**src/hdl/dtbm_pkg.sv**
```systemverilog
`timescale 1ns / 1ps

package dtbm_pkg;

  // Field widths fixed by the request and result formats
  localparam int STATE_W = 10;
  localparam int BYTE_W  = 8;

  // Symbols per state and default automaton size
  localparam int ALPHABET     = 256;
  localparam int NUM_STATES_D = 1024;

  // Width wide enough to hold any state index the parameter range allows
  localparam int IDX_EXT_W = 17;

  // Request codes
  typedef enum logic [1:0] {
    REQ_WRITE  = 2'd0,
    REQ_MARK   = 2'd1,
    REQ_SCAN   = 2'd2,
    REQ_LOOKUP = 2'd3
  } req_t;

  // Controller states
  typedef enum logic [2:0] {
    ST_CLEAR,
    ST_IDLE,
    ST_WRITE,
    ST_TRANS,
    ST_ACC,
    ST_RESP
  } state_t;

  // Commands from controller to datapath
  typedef struct packed {
    logic clear_en;
    logic capture;
    logic do_write;
    logic rd_trans;
    logic rd_acc;
    logic respond;
  } ctrl_cmd_t;

  // Status from datapath to controller
  typedef struct packed {
    logic clear_last;
  } ctrl_sts_t;

  // True when a state index lies inside the table
  function automatic logic state_ok(input logic [STATE_W-1:0] st, input int unsigned n);
    return (32'(st) < n);
  endfunction

endpackage

```
**src/hdl/dtbm_ctrl.sv**
```systemverilog
`timescale 1ns / 1ps

module dtbm_ctrl (
  input  logic                clk,
  input  logic                rst,
  input  logic                start,
  input  dtbm_pkg::req_t      req_type,
  input  dtbm_pkg::ctrl_sts_t sts,
  output dtbm_pkg::ctrl_cmd_t cmd,
  output logic                busy
);
  import dtbm_pkg::*;

  state_t state;
  state_t state_next;

  // State register; reset starts the memory clearing pass
  always_ff @(posedge clk) begin
    if (rst) begin
      state <= ST_CLEAR;
    end else begin
      state <= state_next;
    end
  end

  // Next state
  always_comb begin
    state_next = state;
    unique case (state)
      ST_CLEAR: begin
        if (sts.clear_last) state_next = ST_IDLE;
      end
      ST_IDLE: begin
        if (start) begin
          if (req_type inside {REQ_WRITE, REQ_MARK}) state_next = ST_WRITE;
          else state_next = ST_TRANS;
        end
      end
      ST_WRITE: state_next = ST_IDLE;
      ST_TRANS: state_next = ST_ACC;
      ST_ACC:   state_next = ST_RESP;
      ST_RESP:  state_next = ST_IDLE;
      default:  state_next = ST_CLEAR;
    endcase
  end

  // Outputs
  always_comb begin
    cmd  = '0;
    busy = 1'b1;
    unique case (state)
      ST_CLEAR: cmd.clear_en = 1'b1;
      ST_IDLE: begin
        busy        = 1'b0;
        cmd.capture = start;
      end
      ST_WRITE: cmd.do_write = 1'b1;
      ST_TRANS: cmd.rd_trans = 1'b1;
      ST_ACC:   cmd.rd_acc   = 1'b1;
      ST_RESP:  cmd.respond  = 1'b1;
      default:  cmd          = '0;
    endcase
  end

  // Checks
  a_clear_to_idle: assert property (@(posedge clk) disable iff (rst)
    (state == ST_CLEAR && sts.clear_last) |=> (state == ST_IDLE))
    else $error("clearing pass did not end in idle");

  a_read_chain: assert property (@(posedge clk) disable iff (rst)
    (state == ST_TRANS) |=> (state == ST_ACC) ##1 (state == ST_RESP))
    else $error("read sequence broken");

  a_no_capture_busy: assert property (@(posedge clk) disable iff (rst)
    cmd.capture |-> (state == ST_IDLE && !cmd.clear_en))
    else $error("request captured while busy");

endmodule

```
**config.mk**
```make
export PLATFORM = sky130hd
export DESIGN_NAME = dtbm_ctrl
export DESIGN_NICKNAME = d
export VERILOG_FILES = /design/src/hdl/dtbm_pkg.sv /design/src/hdl/dtbm_ctrl.sv
export SDC_FILE = /design/constraint.sdc
export NUM_CORES = 1
export LEC_CHECK = 0
export ABC_AREA = 1
export BUFFER_PORTS_ARGS = -buffer_cell sky130_fd_sc_hd__buf_4
export CORE_AREA = 3 3 40 42
export DETAILED_ROUTE_END_ITERATION = 6
export DIE_AREA = 0 0 43 45
export SLEW_MARGIN = 20
export SYNTH_ARGS = -nofsm -noshare
export SYNTH_HDL_FRONTEND = slang
export SYNTH_SLANG_ARGS = --single-unit
```
**constraint.sdc**
```tcl
create_clock -name clk -period 2.4 [get_ports clk]
set_input_delay 0.12 -clock clk [delete_from_list [all_inputs] [get_ports clk]]
set_output_delay 0.12 -clock clk [all_outputs]
set_load 0.005 [all_outputs]
```
# Word-level counts from Yosys, hierarchy flattened
# Cells that the tools add are included.
[op_classes]
eq_ne = 8
n_mux = 11
reduce_logical = 5
[ops]
columns = ["cell", "n"]
rows = [
  ["$pmux 3 s5", 1],
  ["$mux 1", 8],
  ["$eq 3x2->1 const B", 2],
  ["$eq 3x3->1 const B", 2],
  ["$mux 3", 2],
  ["$ne 2x2->1 const B", 2],
  ["$eq 3x1->1 const B", 1],
  ["$logic_not 3->1", 1],
  ["$eq 2x1->1 const B", 1],
  ["$logic_not 2->1", 1],
  ["$reduce_and 2->1", 1],
  ["$reduce_bool 2->1", 1],
  ["$reduce_or 2->1", 1],
]
[word_totals]
ff_bits = 3
inputBits = 6
elab_cells = 25

# Longest topological paths before layout
# Gate-level depths: netlist (run 1).
[depth]
word_depth = 5
ltp_mapped = 6

# Least setup slack after synthesis (run 1)
# Ideal clock, no wire load.
[synth_timing]
path_type = "reg-to-reg"
start = "reg state[2]"
end = "reg state[0]"
slack_ps = 1593
arrival_ps = 695
setup_time_ps = 111
path_stages_with_launch = 6
required_time_ps = 2289
cell_sequence = "dfxtp_1 -> nor2_2 -> nand3b_1 -> nand2_1 -> nor2_1 -> nor2_1"
[synth_via]
elab_chain_len = 3
[synth_rtl]
columns = ["element", "line_no", "rtl"]
rows = [
  ["start, declared", "dtbm_ctrl.sv:14", "state_t state;"],
  ["start signal, assigned", "dtbm_ctrl.sv:22", "state <= state_next;"],
  ["$eq 3x3->1 (tied with other cells)", "dtbm_ctrl.sv:29", "unique case (state)"],
  ["$reduce_or 2->1 (no line) or $ne 2x2->1 (tied branches)", "--", ""],
  ["$pmux 3 s5 or $reduce_and 2->1 (tied branches)", "--", ""],
]
# Several ways; a longest one is shown, not always the timed one.
# A chain may end at the register's enable or synchronous reset.

==> results of run 1 <==
-- metal layers --
metal | global-route usage, % | vias to the layer above | share of wire, %
met5 | 0 | - | 0
met4 | 9.04 | 0 | 0
met3 | 2.79 | 0 | 11
met2 | 8.98 | 7 | 50
met1 | 5.06 | 91 | 39
li1 | - | 123 | -
-- power by group through the flow --
stage / Clock (mW) / Combinational, mW / Sequential [mW]
6_report: 0.0887 / 0.0403 / 0.0553
4_1_cts: 0.0950 / 0.0413 / 0.0553
2_1_floorplan: 0 / 0.0230 / 0.0557
3_5_place_dp: 0 / 0.0411 / 0.0561
3_3_place_gp: 0 / 0.0407 / 0.0560
5_1_grt: 0.0985 / 0.0461 / 0.0556
-- worst max-delay path: cells and delay by family (launching register included) --
family / cells / cell delay, ns
buf+inv: 2 / 0.20
flops: 1 / 0.33
simple gates: 3 / 0.27
-- cell families after synthesis --
kind of cell / synth area share, %
compound gates: 2.58
buf+inv: 13.5
flops: 31.0
simple gates: 52.9
-- worst paths after layout --
kind	end	depth (start not counted)	slack [ns]	startpoint
max	cmd[4]	5	1.24	state[0]
min	state[2]	2	0.06	rst
max reg2reg	state[0]	5	1.53	state[1]
min reg2reg	state[2]	2	0.52	state[1]
-- cell usage in the layout (no fill, tap or decap), types with 2 or more instances in the layout --
cell      synthesis  layout
buf_4             0      11
nor2_1            6       6
inv_1             5       5
nand2_1           5       5
clkbuf_4          0       3
dfxtp_1           3       3
nand3_2           2       2
-- metrics by stage --
stage	cells	hold WS (ns)
finish	60	0.0575
global route	60	0.0580
CTS	60	0.0486
detailed placement	56	0.301
global placement	56	0.297
floorplan	30	0.189
-- layout make-up --
type / count / area, um2
inverters: 7 / 26.3
multi-input cells: 20 / 108
clock buffers: 4 / 26.3
repair buffers: 11 / 82.6
flip-flops and latches: 3 / 60.1
fillers: 154 / 963
well taps: 15 / 18.8
==> results_dict.tcl, run 1 <==
set metrics [dict create \
    fp-row-count 13 \
    grt_util_all_layers_pct 6.08 \
    async_flop_share_pct 0 \
    viasPerCell 3.68 \
    post_cts_resized 0 \
    cts_buffer_depth 2 \
    netlist_instances 30 \
    synthDistinctLibCells 14 \
    globalplace.congestion 0.704 \
    startpoint_type "register" \
    period_needed_ns 1.16 \
    p_leak_nw 0.174 \
    yosysWarnings 0 \
    synth_fp_nets 36 \
    worst_slack_ns 1.24 \
    p_seq_share_pct 30.0 \
    drt_iter0_markers 0 \
    grt_overflow 0 \
    yosys.area.top_type "dfxtp_1" \
    drv_cap 0 \
    grt_pass1_wl_um 772 \
    max_slew_margin_pct 86.6 \
    slew_violations 0 \
    largest_reg_flops 3 \
    cp_cell_sequence "inv_1 > nor2_4 > nand2_2 > nor2_1 > buf_4" \
    setup_viol 0 \
    drt_pre_antenna_iters 1 \
    postCtsSetupBuffers 0 \
    layout-drive-gt1-share_pct 44.4 \
    cts_tree "yes" \
    io_buffer_count 11 \
    antenna_found_initial 0 \
    p_switching_uw 48.6 \
    synth.top_cells.by_count "nor2_1 (6), inv_1 (5), nand2_1 (5)" \
    ctsHoldBuffers 0 \
    cts.root.buffer_cell "clkbuf_4" \
    internal_power_uw 136 \
    start_util_pct 15.1 \
    cts_max_level 1 \
    worstPathArrival_ns 1.04 \
    combPwrFrac_pct 21.9 \
    die_area_mm2 0.00194 \
    p_sw_share_pct 26.3 \
    die-width_um 43 \
    die_h_um 45 \
    clockPowerShare_pct 48.1 \
    fin_nets 52 \
    power_uw 184 \
    slowest_stage "dfxtp_1" \
    postRouteAntennaNets 0 \
    post-route-period-util_pct 48.4 \
    hold_path.class "input port to register" \
    place_hpwl_um 382 \
    cpPeakStageDelay_ns 0.33 \
    regMostFlops "state" \
    synth_top_area_share_pct 31.0 \
    core_mm2 0.00128 \
    synth-seq-cells 3 \
    dr_total_vias 221 \
    run_status "finished, final reports clean" \
    grt_pass1_vias 228 \
    wirelength_um 455 \
    power.density_mw_per_mm2 573 \
    pre_cts_ws_ns 1.47 \
    clk_latency_ns 0.23 \
    setup_tns_ns 0 \
    yosysSeqAreaShare_pct 31.0 \
    wl_per_cell_um 7.58 \
    worst_pin_slew_ns 0.200 \
    worst_setup_path_end_kind "output pin" \
    area_delta_synth_final_pct 65.8 \
    pin_count 13 \
    ir_drop_mv 0.120 \
    hold_viol_final 0 \
    syn_area_per_cell_um2 6.46 \
    timing.fmax_mhz 862 \
    grt_max_degree 8 \
    fin_skew_ns 0.00274 \
    clk_pin_slew_worst_paths_ns 0.04 \
    cp.required_ns 2.28 \
    stdcell_area_um2 322 \
    clkSinkCount 3 \
    worstPathMaxFanout 3 \
    numCtsBuffers 3 \
    ys.flop_type "dfxtp_1" \
    synth_most_common_cell "nor2_1" \
    placed_cell_area_um2 295 \
    synth_edf_count 0 \
    drc 0 \
    path_class "register to output pin" \
    finish.utilization_pct 25.0 \
    grt_setup_unrepaired "false" \
    synth_area_leaders "dfxtp_1 (31%), nor2_1 (12%), nand3_2 (10%)" \
    diodes 0 \
    synth_area_um2 194 \
    reg.largest.list "state (3)" \
]
Note: power is estimated with default switching activity, not from simulation.
==> inputs of run 2 (changes only) <==
==> constraint.sdc (replaced) <==
create_clock -name clk -period 0.99 [get_ports clk]
set_input_delay 0.0495 -clock clk [delete_from_list [all_inputs] [get_ports clk]]
set_output_delay 0.0495 -clock clk [all_outputs]
set_load 0.005 [all_outputs]
==> run 2 against run 1 <==
The run now ends with setup timing left. Sequential share of layout area is 2.8 points lower. First-iteration DRC count stayed put. Sequential power is 150% higher. Non-clock buffer count is 6 higher. Design area is 25% higher. Routed wire length is 31% higher. Cell count is 10% higher. Via count is 13% higher. Utilization is 6.3 points higher. Critical path type unchanged. Largest power group unchanged.
==> results_dict.tcl, run 2 (same netlist as run 1, synthesis figures left out) <==
set metrics [dict create \
    grt_overflow 0 \
    globalplace.congestion 0.701 \
    drv_cap 0 \
    combPwrFrac_pct 28.6 \
    slowest_stage "dfxtp_2" \
    final_cell_mix "buf_4 (13), nor2_1 (4)" \
    p_leak_nw 0.207 \
    clk_pin_slew_worst_paths_ns 0.04 \
    dr_total_vias 249 \
    fin_nets 58 \
    area_delta_synth_final_pct 108 \
    slew_violations 0 \
    wl_per_cell_um 9.06 \
    worst_slack_ns -0.0922 \
    p_sw_share_pct 27.6 \
    post-route-period-util_pct 109 \
    clockPowerShare_pct 43.8 \
    period_needed_ns 1.08 \
    postRouteAntennaNets 0 \
    antenna_found_initial 0 \
    grt_pass1_vias 263 \
    cp.depth 5 \
    clk_latency_ns 0.23 \
    worst_setup_path_end_kind "output pin" \
    timing.fmax_mhz 924 \
    drc 0 \
    place_hpwl_um 377 \
    min_path_cells 3 \
    die_area_mm2 0.00194 \
    power.density_mw_per_mm2 1240 \
    cts_buffer_depth 2 \
    hold_viol_final 0 \
    diodes 0 \
    drt_pre_antenna_iters 1 \
    numCtsBuffers 3 \
    internal_power_uw 361 \
    fp-row-count 13 \
    stdcell_area_um2 403 \
    worstPathMaxFanout 3 \
    core_mm2 0.00128 \
    max_slew_margin_pct 91.2 \
    grt_pass1_wl_um 945 \
    placed_cells 56 \
    start_util_pct 15.1 \
    path_delay_family "flip-flops" \
    cts.root.buffer_cell "clkbuf_4" \
    layout-drive-gt1-share_pct 68.6 \
    die_h_um 45 \
    wirelength_um 598 \
    clkSinkCount 3 \
    pin_count 13 \
    grt_util_all_layers_pct 7.32 \
    fin_cells 66 \
    critPathBufInv 2 \
    cpPeakStageDelay_ns 0.33 \
    p_switching_uw 138 \
    r2r_cells 6 \
    run_status "finished with violations" \
    violations "setup timing" \
    worstPathArrival_ns 1.03 \
    p_seq_share_pct 27.6 \
    viasPerCell 3.77 \
    placed_cell_area_um2 295 \
    final_common_cell "buf_4" \
    path_class "register to output pin" \
    cp.required_ns 0.94 \
    grt_setup_unrepaired "true" \
    drt_iter0_markers 0 \
    largest_reg_flops 3 \
    reg.largest.list "state (3)" \
    hold_path.class "input port to register" \
    startpoint_type "register" \
    cp_cell_sequence "inv_2 > nor2_4 > nand2_2 > nor2_2 > buf_4" \
    cts_tree "yes" \
    fin_skew_ns 0.000491 \
    io_buffer_count 11 \
    cts_max_level 1 \
    regMostFlops "state" \
    worst_pin_slew_ns 0.131 \
    ir_drop_mv 0.379 \
    die-width_um 43 \
    grt_max_degree 7 \
    setup_viol 6 \
]
[run 2: repair_timing]
item | CTS | global route
hold buffers | 1 | 0
endpoints found under the setup margin | 7 | 8
gates resized for setup | 6 | 9
buffers inserted | 5 | 0
gates cloned | 0 | 0
pin swaps | 1 | 2
hold endpoints to repair | 2 | 0
[run 2: cell type report]
cell class	count	area, um2
well taps	15	18.8
inverters	7	30.0
clock buffers	4	26.3
fillers	149	882
repair buffers	17	141
flip-flops and latches	3	63.8
multi-input cells	20	123
[run 2: path summary, 6_finish.rpt]
check	start	to	slack, ns
min reg2reg	state[1]	state[2]	0.52
max reg2reg	state[1]	state[0]	0.03
max	state[0]	cmd[4]	-0.09
min	start	state[1]	0.15
[run 2: metrics by stage]
step | util [%] | hold WS [ns] | total power, mW | setup slack (ns) | setup TNS [ns]
after global routing | 31.4 | 0.136 | 0.541 | -0.165 | -0.859
after global placement | 23.0 | 0.227 | 0.235 | 0.133 | 0
after CTS | 29.3 | 0.115 | 0.499 | -0.0893 | -0.343
after floorplan | - | 0.119 | 0.191 | 0.183 | 0
after detailed placement | 23.0 | 0.232 | 0.236 | 0.119 | 0
final | 31.4 | 0.146 | 0.499 | -0.0922 | -0.329
[run 2: worst reg2reg max path: stages, from the launching register on]
cell      delay [ns]
dfxtp_2         0.37
inv_4           0.06
buf_4           0.14
nand3b_1        0.09
nand2_1         0.06
nor2_1          0.09
nor2_1          0.04
[run 2: power by group through the flow]
stage          Combinational, mW  Sequential, mW  Clock (mW)
2_1_floorplan             0.0558           0.135           0
3_3_place_gp              0.0988           0.136           0
3_5_place_dp              0.0995           0.136           0
4_1_cts                    0.133           0.136       0.230
5_1_grt                    0.157           0.139       0.245
6_report                   0.143           0.138       0.219
[run 2: routing by layer]
metal | GRT usage (%) | up-vias | part of all wire (%)
met3 | 3.59 | 0 | 7.9
met4 | 9.04 | 0 | 0
li1 | - | 131 | -
met1 | 5.77 | 111 | 33
met5 | 0 | - | 0
met2 | 12.0 | 7 | 59
==> inputs of run 3 (changes only) <==
--- a/config.mk
+++ b/config.mk
@@ -8,9 +8,11 @@
 export ABC_AREA = 1
 export BUFFER_PORTS_ARGS = -buffer_cell sky130_fd_sc_hd__buf_4
 export CORE_AREA = 3 3 40 42
+export CTS_BUF_LIST = sky130_fd_sc_hd__clkbuf_4 sky130_fd_sc_hd__clkbuf_8
 export DETAILED_ROUTE_END_ITERATION = 6
 export DIE_AREA = 0 0 43 45
-export SLEW_MARGIN = 20
+export MAX_ROUTING_LAYER = met4
+export SLEW_MARGIN = 10
 export SYNTH_ARGS = -nofsm -noshare
 export SYNTH_HDL_FRONTEND = slang
 export SYNTH_SLANG_ARGS = --single-unit
==> run 3 against run 2 <==
The flow still finishes with violations (setup timing). Clock skew barely moved. Total power rose by 6.3%. Routed wire length shrank 2.8%. Clock power grew 14%. Largest power group unchanged. Clock-buffer cell count stayed put. Critical endpoint unchanged. Utilization is 0.29 points higher. Sequential power about the same. Maximum frequency fell by 0.68%. Cell count unchanged.
==> results_dict.tcl, run 3 (same netlist as run 1, synthesis figures left out) <==
set metrics [dict create \
    run_status "finished with violations" \
    violations "setup timing" \
    worstPathMaxFanout 3 \
    grt_max_degree 7 \
    path_class "register to output pin" \
    multi_input_area_um2 123 \
    fin_cells 66 \
    holdPathEnd "state[0]" \
    grt_pass1_wl_um 945 \
    hold_viol_final 0 \
    dr_total_vias 253 \
    die_h_um 45 \
    numCtsBuffers 3 \
    r2r_slack_ns 0.04 \
    critPathBufInv 2 \
    clockPowerShare_pct 47.1 \
    final_common_cell "buf_4" \
    drt_iter0_markers 2 \
    p_sw_share_pct 26.7 \
    timing.fmax_mhz 918 \
    die_area_mm2 0.00194 \
    wl_per_cell_um 8.80 \
    grt_overflow 0 \
    slew_violations 0 \
    p_switching_uw 142 \
    max_slew_margin_pct 90.2 \
    stdcell_area_um2 407 \
    internal_power_uw 388 \
    placed_cell_area_um2 295 \
    regMostFlops "state" \
    min_path_cells 5 \
    io_buffer_count 11 \
    die-width_um 43 \
    fin_skew_ns 0.000121 \
    cts_max_level 1 \
    path_delay_family "flip-flops" \
    drv_cap 0 \
    drt_pre_antenna_iters 2 \
    fill_cells 147 \
    post-route-period-util_pct 110 \
    cp.required_ns 0.94 \
    setup_viol 6 \
    r2r_cells 5 \
    worst_slack_ns -0.0996 \
    clkSinkCount 3 \
    p_leak_nw 0.211 \
    worst_pin_slew_ns 0.147 \
    diodes 0 \
    cpPeakStageDelay_ns 0.33 \
    area_delta_synth_final_pct 110 \
    clk_latency_ns 0.24 \
    power.density_mw_per_mm2 1300 \
    finish.utilization_pct 31.6 \
    cts_tree "yes" \
    hold_path.class "input port to register" \
    final_cell_mix "buf_4 (13), nor2_1 (4), clkbuf_4 (4)" \
    seq_area_um2 63.8 \
    place_hpwl_um 377 \
    r2r_end "state[1]" \
    drc 0 \
    postRouteAntennaNets 0 \
    grt_pass1_vias 260 \
    pin_count 13 \
    largest_reg_flops 3 \
    period_needed_ns 1.09 \
    r2r-start "state[0]" \
    holdWs_ns 0.146 \
    ir_drop_mv 0.390 \
    start_util_pct 15.1 \
    grt_setup_unrepaired "true" \
    worstPathArrival_ns 1.04 \
    combPwrFrac_pct 27.0 \
    layout-drive-gt1-share_pct 70.6 \
    fp-row-count 13 \
    antenna_found_initial 0 \
    wirelength_um 581 \
    grt_util_all_layers_pct 7.54 \
    viasPerCell 3.83 \
    fin_nets 58 \
    reg.largest.list "state (3)" \
    cts.root.buffer_cell "clkbuf_4" \
    globalplace.congestion 0.708 \
    pre_cts_ws_ns 0.119 \
    slowest_stage "dfxtp_2" \
    cts_buffer_depth 2 \
    core_mm2 0.00128 \
    cp_cell_sequence "inv_2 > nor2_4 > nand2_2 > nor2_2 > buf_4" \
    min_from "req_type[1]" \
    startpoint_type "register" \
    placed_cells 56 \
    clk_pin_slew_worst_paths_ns 0.04 \
    worst_setup_path_end_kind "output pin" \
    p_seq_share_pct 25.9 \
]
[run 3: cell counts in the layout (fill, tap and decap cells not counted)]
Identical to the previous run, type by type.
[run 3: power by group through the flow]
stage / logic [mW] / registers, mW / clock network, mW
2_1_floorplan: 0.0558 / 0.135 / 0
3_3_place_gp: 0.0988 / 0.136 / 0
3_5_place_dp: 0.0995 / 0.136 / 0
4_1_cts: 0.133 / 0.137 / 0.259
5_1_grt: 0.157 / 0.138 / 0.274
6_report: 0.143 / 0.137 / 0.250
[run 3: worst max path at each step]
stage | startpoint | end | slack (ns) | cells past startpoint
after global routing | state[2] | cmd[5] | -0.17 | 4
final | state[0] | cmd[4] | -0.1 | 5
after CTS | state[0] | cmd[4] | -0.09 | 5
after global placement | state[1] | state[0] | 0.13 | 5
after floorplan | state[2] | state[0] | 0.18 | 5
after detailed placement | state[1] | state[0] | 0.12 | 5
[run 3: per-stage QoR]
stage                     setup TNS, ns  total power [mW]
after floorplan                       0             0.191
after global placement                0             0.235
after detailed placement              0             0.236
after CTS                        -0.341             0.529
after global routing             -0.851             0.570
final                            -0.343             0.530
[run 3: area by class of cell]
| cell class | count | share of cell area (%) |
|---|---|---|
| timing repair buffer | 17 | 34.8 |
| multi-input combinational | 20 | 30.2 |
| sequential | 3 | 15.7 |
| clock buffer | 4 | 7.38 |
| inverter | 7 | 7.38 |
| tap | 15 | 4.62 |
[run 3: worst reg2reg max path: cells and delay by family, from the launching register on]
kind / cells / cell delay (ns)
buf+inv: 2 / 0.20
simple gates: 3 / 0.33
flops: 1 / 0.33
[run 3: per-layer routing]
layer,track usage [%],vias to the layer above,share of wire [%]
met3,3.59,4,8.8
met1,5.77,109,32
li1,-,131,-
met2,12.0,9,56
met4,9.04,0,2.6
met5,-,-,0
[run 3: repair_timing]
item                                    CTS  global route
hold buffers                              1             0
endpoints found under the setup margin    7             8
pin swaps                                 2             3
hold endpoints to repair                  2             0
buffers inserted                          5             0
gates resized for setup                   7             8
